### src/sv/mtr_pkg.sv
`timescale 1ns / 1ps
// ----------------------------------------------------------------------------
// Media timestamp reviser package
// Shared widths, constants, item types, register indexes and the saturating
// adder used by the timestamp revision logic.
// ----------------------------------------------------------------------------
package mtr_pkg;

    localparam int STAMP_BITS     = 48;
    localparam int OUT_BITS       = 48;
    localparam int RAW_BITS       = 32;
    localparam int JUMP_BITS      = 20;
    localparam int CFG_INDEX_BITS = 2;
    localparam int CFG_DATA_BITS  = 20;
    localparam int GAP_LIMIT      = 500;
    localparam int JUMP_RESET     = 300;

    typedef logic signed [STAMP_BITS-1:0] stamp_t;
    typedef logic signed [RAW_BITS:0]     raw_diff_t;

    localparam stamp_t    STAMP_MAX = {1'b0, {(STAMP_BITS-1){1'b1}}};
    localparam stamp_t    STAMP_MIN = {1'b1, {(STAMP_BITS-1){1'b0}}};
    localparam raw_diff_t GAP_HI    = raw_diff_t'(GAP_LIMIT);
    localparam raw_diff_t GAP_LO    = -raw_diff_t'(GAP_LIMIT);

    typedef enum logic [CFG_INDEX_BITS-1:0] {
        CFG_PLAYBACK       = 2'd0,
        CFG_ALLOW_ROLLBACK = 2'd1,
        CFG_MAX_JUMP       = 2'd2
    } cfg_index_t;

    typedef struct packed {
        logic                 playback;
        logic                 allow_rollback;
        logic [JUMP_BITS-1:0] max_jump;
    } cfg_t;

    typedef struct packed {
        logic [RAW_BITS-1:0] decode_time;
        logic [RAW_BITS-1:0] present_time;
    } in_item_t;

    typedef struct packed {
        logic signed [OUT_BITS-1:0] decode_out;
        logic signed [OUT_BITS-1:0] present_out;
    } out_item_t;

    // Adds a delta to a stamp and clamps the result to the signed stamp range.
    function automatic stamp_t sat_add(input stamp_t a, input stamp_t d);
        logic signed [STAMP_BITS:0] sum;
        stamp_t                     res;
        sum = {a[STAMP_BITS-1], a} + {d[STAMP_BITS-1], d};
        if (sum[STAMP_BITS] != sum[STAMP_BITS-1]) begin
            res = sum[STAMP_BITS] ? STAMP_MIN : STAMP_MAX;
        end else begin
            res = sum[STAMP_BITS-1:0];
        end
        return res;
    endfunction

    // Sign-extends or truncates a stamp to the output field width.
    function automatic logic signed [OUT_BITS-1:0] to_out(input stamp_t s);
        logic signed [63:0] wide;
        wide = 64'(s);
        return wide[OUT_BITS-1:0];
    endfunction

endpackage

### src/sv/media_timestamp_reviser.sv
`timescale 1ns / 1ps
// ----------------------------------------------------------------------------
// Media timestamp reviser
// Rewrites frame decode and presentation timestamps into a monotonic
// relative timeline, with pass-through playback mode.
// ----------------------------------------------------------------------------
// The block takes one timestamp item per clock cycle while in_stall is low
// and returns one result item for each through the result register.
// The whole revision of an item, including the update of the stamp history,
// happens combinationally between the input register and the result
// register, so the stamp history update loop sets the rate. The result register
// lets a new item enter while a finished result still waits to be taken.
// Configuration must be written only while no item is in flight.
module media_timestamp_reviser (
    input  logic                                clk,
    input  logic                                rst_n,
    input  logic                                in_valid,
    output logic                                in_stall,
    input  mtr_pkg::in_item_t                   in_data,
    output logic                                out_valid,
    input  logic                                out_stall,
    output mtr_pkg::out_item_t                  out_data,
    input  logic                                cfg_we,
    input  logic [mtr_pkg::CFG_INDEX_BITS-1:0]  cfg_index,
    input  logic [mtr_pkg::CFG_DATA_BITS-1:0]   cfg_wdata
);
    import mtr_pkg::*;

    cfg_t      cfg;
    logic      s1_valid_reg, s1_valid_next;
    in_item_t  s1_item_reg;
    logic      out_valid_reg, out_valid_next;
    out_item_t out_item_reg;
    out_item_t result;
    logic      advance;
    logic      in_fire;

    mtr_cfg_regs u_cfg_regs (
        .clk       (clk),
        .rst_n     (rst_n),
        .cfg_we    (cfg_we),
        .cfg_index (cfg_index),
        .cfg_wdata (cfg_wdata),
        .cfg       (cfg)
    );

    mtr_revise u_revise (
        .clk     (clk),
        .rst_n   (rst_n),
        .advance (advance),
        .item    (s1_item_reg),
        .cfg     (cfg),
        .result  (result)
    );

    assign advance  = s1_valid_reg && (!out_valid_reg || !out_stall);
    assign in_stall = s1_valid_reg && out_valid_reg && out_stall;
    assign in_fire  = in_valid && !in_stall;

    always_comb
    begin
        s1_valid_next = s1_valid_reg;
        if (in_fire) begin
            s1_valid_next = 1'b1;
        end else if (advance) begin
            s1_valid_next = 1'b0;
        end
        out_valid_next = out_valid_reg && out_stall;
        if (advance) begin
            out_valid_next = 1'b1;
        end
    end

    always_ff @(posedge clk or negedge rst_n)
    begin
        if (!rst_n) begin
            s1_valid_reg  <= 1'b0;
            out_valid_reg <= 1'b0;
        end else begin
            s1_valid_reg  <= s1_valid_next;
            out_valid_reg <= out_valid_next;
        end
    end

    always_ff @(posedge clk)
    begin
        if (in_fire) begin
            s1_item_reg <= in_data;
        end
        if (advance) begin
            out_item_reg <= result;
        end
    end

    assign out_valid = out_valid_reg;
    assign out_data  = out_item_reg;

    a_stall_means_full: assert property (@(posedge clk) disable iff (!rst_n)
        in_stall |-> (s1_valid_reg && out_valid_reg))
        else $error("input stalled with room in the pipeline");

    a_advance_fills_out: assert property (@(posedge clk) disable iff (!rst_n)
        advance |=> out_valid_reg)
        else $error("advanced item did not reach the result register");

    a_held_item_kept: assert property (@(posedge clk) disable iff (!rst_n)
        (s1_valid_reg && !advance) |=> (s1_valid_reg && $stable(s1_item_reg)))
        else $error("waiting input item was lost or changed");

endmodule

### src/sv/mtr_cfg_regs.sv
`timescale 1ns / 1ps
// ----------------------------------------------------------------------------
// Media timestamp reviser configuration registers
// Holds the playback, rollback and maximum jump settings written through the
// plain write port.
// ----------------------------------------------------------------------------
module mtr_cfg_regs (
    input  logic                                 clk,
    input  logic                                 rst_n,
    input  logic                                 cfg_we,
    input  logic [mtr_pkg::CFG_INDEX_BITS-1:0]   cfg_index,
    input  logic [mtr_pkg::CFG_DATA_BITS-1:0]    cfg_wdata,
    output mtr_pkg::cfg_t                        cfg
);
    import mtr_pkg::*;

    cfg_t cfg_reg;
    cfg_t cfg_next;

    always_comb
    begin
        cfg_next = cfg_reg;
        if (cfg_we) begin
            unique case (cfg_index)
                CFG_PLAYBACK:       cfg_next.playback       = cfg_wdata[0];
                CFG_ALLOW_ROLLBACK: cfg_next.allow_rollback = cfg_wdata[0];
                CFG_MAX_JUMP:       cfg_next.max_jump       = cfg_wdata[JUMP_BITS-1:0];
                default:            cfg_next = cfg_reg;
            endcase
        end
    end

    always_ff @(posedge clk or negedge rst_n)
    begin
        if (!rst_n) begin
            cfg_reg.playback       <= 1'b0;
            cfg_reg.allow_rollback <= 1'b0;
            cfg_reg.max_jump       <= JUMP_BITS'(JUMP_RESET);
        end else begin
            cfg_reg <= cfg_next;
        end
    end

    assign cfg = cfg_reg;

endmodule

### src/sv/mtr_revise.sv
`timescale 1ns / 1ps
// ----------------------------------------------------------------------------
// Media timestamp reviser datapath
// Holds the stamp history and computes one revised timestamp pair per item
// from the registered input item in a single pass.
// ----------------------------------------------------------------------------
module mtr_revise (
    input  logic               clk,
    input  logic               rst_n,
    input  logic               advance,
    input  mtr_pkg::in_item_t  item,
    input  mtr_pkg::cfg_t      cfg,
    output mtr_pkg::out_item_t result
);
    import mtr_pkg::*;

    logic [RAW_BITS-1:0]  prev_raw_reg,  prev_raw_next;
    logic [JUMP_BITS-1:0] last_good_reg, last_good_next;
    stamp_t               running_reg,   running_next;
    logic [RAW_BITS-1:0]  prev_din_reg,  prev_din_next;
    stamp_t               prev_dout_reg, prev_dout_next;
    stamp_t               prev_pout_reg, prev_pout_next;

    logic [RAW_BITS-1:0] dts;
    logic [RAW_BITS-1:0] pts;
    raw_diff_t           diff;
    logic [RAW_BITS:0]   mag;
    logic                too_big;
    stamp_t              step;
    stamp_t              good_step;
    raw_diff_t           gap;
    stamp_t              gap_use;
    stamp_t              d_cand;
    stamp_t              p_cand;
    stamp_t              d_out;
    stamp_t              p_out;

    assign dts       = item.decode_time;
    assign pts       = (item.present_time == '0) ? item.decode_time : item.present_time;
    assign diff      = raw_diff_t'({1'b0, dts}) - raw_diff_t'({1'b0, prev_raw_reg});
    assign mag       = diff[RAW_BITS] ? (RAW_BITS+1)'(-diff) : (RAW_BITS+1)'(diff);
    assign too_big   = mag > (RAW_BITS+1)'(cfg.max_jump);
    assign good_step = STAMP_BITS'(last_good_reg);
    assign gap       = raw_diff_t'({1'b0, pts}) - raw_diff_t'({1'b0, dts});

    always_comb
    begin
        step           = '0;
        last_good_next = last_good_reg;
        if (prev_raw_reg == '0) begin
            step = '0;
        end else if (!diff[RAW_BITS]) begin
            if (too_big) begin
                step = good_step;
            end else begin
                step           = stamp_t'(diff);
                last_good_next = diff[JUMP_BITS-1:0];
            end
        end else if (!cfg.allow_rollback || too_big) begin
            step = good_step;
        end else begin
            step = stamp_t'(diff);
        end
    end

    always_comb
    begin
        prev_raw_next  = prev_raw_reg;
        running_next   = running_reg;
        prev_din_next  = prev_din_reg;
        prev_dout_next = prev_dout_reg;
        prev_pout_next = prev_pout_reg;
        d_cand         = running_reg;
        gap_use        = '0;
        p_cand         = '0;
        d_out          = '0;
        p_out          = '0;
        if (cfg.playback) begin
            d_out         = STAMP_BITS'(dts);
            p_out         = STAMP_BITS'(pts);
            running_next  = STAMP_BITS'(dts);
            prev_din_next = dts;
        end else begin
            if (prev_din_reg != dts) begin
                d_cand        = sat_add(running_reg, step);
                running_next  = d_cand;
                prev_din_next = dts;
                prev_raw_next = dts;
            end
            if (gap <= GAP_HI && gap >= GAP_LO) begin
                gap_use = stamp_t'(gap);
            end
            p_cand = sat_add(d_cand, gap_use);
            if (d_cand < prev_dout_reg) begin
                d_out = prev_dout_reg;
                p_out = prev_pout_reg;
            end else begin
                d_out          = d_cand;
                p_out          = p_cand;
                prev_dout_next = d_cand;
                prev_pout_next = p_cand;
            end
        end
    end

    always_ff @(posedge clk or negedge rst_n)
    begin
        if (!rst_n) begin
            prev_raw_reg  <= '0;
            last_good_reg <= JUMP_BITS'(1);
            running_reg   <= '0;
            prev_din_reg  <= '0;
            prev_dout_reg <= '0;
            prev_pout_reg <= '0;
        end else if (advance) begin
            prev_raw_reg  <= prev_raw_next;
            running_reg   <= running_next;
            prev_din_reg  <= prev_din_next;
            prev_dout_reg <= prev_dout_next;
            prev_pout_reg <= prev_pout_next;
            if (!cfg.playback && prev_din_reg != dts) begin
                last_good_reg <= last_good_next;
            end
        end
    end

    assign result.decode_out  = to_out(d_out);
    assign result.present_out = to_out(p_out);

    a_dout_monotonic: assert property (@(posedge clk) disable iff (!rst_n)
        advance |=> (prev_dout_reg >= $past(prev_dout_reg)))
        else $error("revised decode history went backward");

    a_history_idle: assert property (@(posedge clk) disable iff (!rst_n)
        !advance |=> ($stable(prev_raw_reg) && $stable(running_reg) && $stable(prev_dout_reg)))
        else $error("stamp history changed without an item");

    a_playback_raw: assert property (@(posedge clk) disable iff (!rst_n)
        (advance && cfg.playback) |=> $stable(prev_raw_reg) && $stable(last_good_reg))
        else $error("playback item touched the increment history");

endmodule

### config.mk
export PLATFORM = sky130hd
export DESIGN_NAME = media_timestamp_reviser
export DESIGN_NICKNAME = d
export VERILOG_FILES = /design/src/sv/mtr_pkg.sv /design/src/sv/media_timestamp_reviser.sv /design/src/sv/mtr_cfg_regs.sv /design/src/sv/mtr_revise.sv
export SDC_FILE = /design/constraint.sdc
export NUM_CORES = 1
export LEC_CHECK = 0
export ABC_AREA = 1
export BUFFER_PORTS_ARGS = -buffer_cell sky130_fd_sc_hd__buf_4
export CAP_MARGIN = 15
export CELL_PAD_IN_SITES_DETAIL_PLACEMENT = 1
export CELL_PAD_IN_SITES_GLOBAL_PLACEMENT = 1
export CORE_MARGIN = 2
export CORE_UTILIZATION = 46
export DETAILED_ROUTE_END_ITERATION = 10
export GPL_ROUTABILITY_DRIVEN = 0
export PLACE_DENSITY_LB_ADDON = 0.1
export SYNTH_ARGS = -nofsm -noshare
export SYNTH_HDL_FRONTEND = slang
export SYNTH_HIERARCHICAL = 1
export SYNTH_SLANG_ARGS = --single-unit
### constraint.sdc
create_clock -name clk -period 13.5 [get_ports clk]
set_input_delay 1.35 -clock clk [delete_from_list [all_inputs] [get_ports clk]]
set_output_delay 1.35 -clock clk [all_outputs]
set_load 0.01 [all_outputs]
==> metrics.md <==
| Metric | Value |
|---|---|
| Ys async rst share | `61.2%` |
| Largest stage delay, worst path | `0.81 ns` |
| R2R setup slack | `1.03 ns` |
| Crit path top cell by count | `nand2_1` |
| Top post-synthesis cells by count | `1191 x nand2_1, 534 x inv_1, 468 x nand3_1, 334 x nor2_1, 292 x a21oi_1` |
| Status | `completed` |
| Row cnt | `96` |
| Post-Syn Area | `0.0321 sq mm` |
| Final Skew | `0.0538 ns` |
| #FFs+latches synth | `412` |
| CTS clock-pin slew for the worst setup and hold paths | `0.06 ns` |
| Cts bufs inserted | `48` |
| Wire per inst | `22.0 um` |
| Max cap viols | `0` |
| Syn nets | `4777` |
| Fin util | `52.7%` |
| Max reg flops | `96` |
| Placed Instance Area | `0.0344 sq mm` |
| Port Buffers | `188` |
| Via density | `5.77` |
| Layout cell share with drive strength beyond 1 | `9.63%` |
| Worst reg2reg path depth | `68` |
| Die height | `268 um` |
| Worst hold path depth | `2` |
| Final hold violation count | `0` |
| CTS Buffer Depth | `3` |
| HP Start | `u_cfg_regs/cfg[2]` |
| GRT Total Usage | `33.6%` |
| Hold Path End | `u_cfg_regs/cfg[2]` |
| Post-CTS Hold Fix Bufs | `0` |
| Distinct cells, synth | `61` |
| Post-layout net count | `4906` |
| DRT iter0 DRCs | `2561` |
| Sequential-to-total area share from yosys stat | `34.6%` |
| CTS tree | `built` |
| WL final | `122 mm` |
| Root buffer cell | `clkbuf_16` |
| Startpoint Class | `flop` |
| Cell area after layout | `0.0363 sq mm` |
| Post-synth EDFFs | `160` |
| H-tree Lvls | `2` |
| FILL cells | `8894` |
| Peak supply drop | `162 uV` |
| Post-synth top area share | `19.2%` |
| Finished Layout Cells | `5554` |
| Final Slew Violations | `0` |
| # IOs | `189` |
| Fin Setup TNS | `0 ns` |
| Leak | `18.4 nW` |
| Largest net degree at the start of global routing | `99` |
| Critical path fanouts, max | `47` |
| Crit-path slowest cell | `xor2_1` |
| Die area | `0.0719 sq mm` |
| Final HPWL DP | `93.4 mm` |
| Worst reg2reg startpoint | `s1_item_reg[32]` |
| Initial antenna violation count | `1` |
| TritonRoute pass-1 iters | `5` |
| PwrDens | `202 mW/mm^2` |
| Final setup violation count | `0` |
| Slew HR | `28.0%` |
| Syn-to-layout area delta | `13.0%` |
| Antenna Nets Post-Route | `0` |
| WP data required | `13.87 ns` |
| First-pass GRT wire length | `187 mm` |
| Vias in the first global route | `32461` |
| Post-route DRC | `0` |
| Crit Path Class | `reg2reg` |
| Post-Syn Instances | `4454` |
| Smallest hold slack | `0.465 ns` |
| Tmin final | `12.47 ns` |
| Mean Syn Cell Area | `7.21 sq um` |
| Arr. time, crit path | `12.84 ns` |
| Final Cycle Share | `92.4%` |
| Area leader, netlist | `dfrtp_1` |
| CTS Sinks | `412` |
| Synth Warn # | `6` |
| Chip width | `268 um` |
| Total core area | `0.0688 sq mm` |
| Most common cell in the netlist | `nand2_1` |
| Most used DFF post-synth | `dfrtp_1` |
| DR vias | `32069` |
| RSZ-0062 raised after global routing | `false` |
| Worst r2r dst | `out_data[17]` |
| GRT Residual Overflow | `0` |
| Crit path capture type | `flop` |
| Initial core utilization | `46.7%` |
| Worst Max-Slew Pin Slew | `1.08 ns` |
| Dpl cells | `5452` |
| Fmax | `0.0802 GHz` |
| Worst skew pair latency | `0.62 ns` |
| Hold WC Path Type | `reg2reg` |
| Area contributors post-synth | `dfrtp_1 19%, edfxtp_1 15%, nand2_1 14%` |
| # diodes | `0` |
[routing by layer]
metal	global-route usage, %	vias up	part of all wire (%)
met2	53.8	990	45
met5	0	-	0
met4	13.9	0	4.4
li1	-	15111	-
met1	46.7	15748	45
met3	3.09	220	5.7
[timing repair]
item,in CTS,in global routing
endpoints found under the setup margin,0,94
resized for setup,0,13
buffers inserted,0,10
[cells by family after synthesis]
group / synth area share [%]
buffers and inverters: 8.57
DFF: 34.6
adders and majority gates: 9.13
AOI/OAI and AO/OA: 13.2
xor gates and xnor gates: 5.08
and+or+nand+nor: 29.4
[where the power goes]
group	internal (mW)	total (mW)	switching, mW
combinational	1.28	3.92	2.63
clock	0.834	1.41	0.580
sequential	1.73	2.00	0.271
total	3.84	7.33	3.48
[cells in the final DEF, fill, tap and decap left out, drive strengths merged, types with 4 or more instances in the layout]
cell,Yosys,final
a21o,14,14
a22oi,46,46
o21bai,45,45
fa,4,4
nor4,28,28
o211ai,9,9
a31o,5,5
buf,47,236
o21ai,192,192
nand2,1220,1220
nand4,74,74
nand3,473,473
a21oi,294,295
nor3,46,46
nand3b,5,5
a21boi,12,12
ha,228,228
o21a,8,8
xnor2,83,83
a211oi,11,11
o31ai,5,5
xor2,94,94
dfstp,5,5
a31oi,28,28
nor2,348,348
dfrtp,247,247
clkbuf,111,59
edfxtp,160,160
o221ai,38,38
clkinv,3,22
inv,549,550
bufinv,0,8
or2,9,9
[metrics by stage]
step           total power, mW  worst slack, ns
2_1_floorplan             4.47             2.68
3_3_place_gp              5.68             1.30
3_5_place_dp              5.81            0.904
4_1_cts                   7.27            0.805
5_1_grt                   7.82          0.00586
6_report                  7.33             1.03
[worst max-delay path by stage]
stage | startpoint | endpoint | cells after the start
global route | s1_item_reg[32] | out_data[15] | 71
CTS | s1_item_reg[32] | out_data[15] | 67
detailed placement | s1_item_reg[32] | out_data[15] | 67
floorplan | s1_item_reg[32] | out_data[10] | 74
finish | s1_item_reg[32] | out_data[17] | 68
global placement | s1_item_reg[32] | out_data[15] | 68
[worst max-delay path: cells and delay by family (launching register included)]
| kind | cells | cell delay (ns) |
|---|---|---|
| AND/OR/NAND/NOR | 43 | 5.64 |
| AO/OA/AOI/OAI | 9 | 1.93 |
| adder cells (fa/ha/maj) | 6 | 1.80 |
| XOR/XNOR | 3 | 1.21 |
| buffers and inverters | 7 | 1.10 |
| flip-flops | 1 | 0.48 |
[cell type report]
class                   count  area (sq um)  area share [%]
clock inverters            31           402            1.11
flip-flops and latches    412         11100            30.6
multi-input cells        3333         18400            50.7
repair buffers            236          1850            5.11
well taps                 931          1160            3.21
clock buffers              59          1280            3.54
inverters                 552          2080            5.73
(Power assumes the default switching activity.)
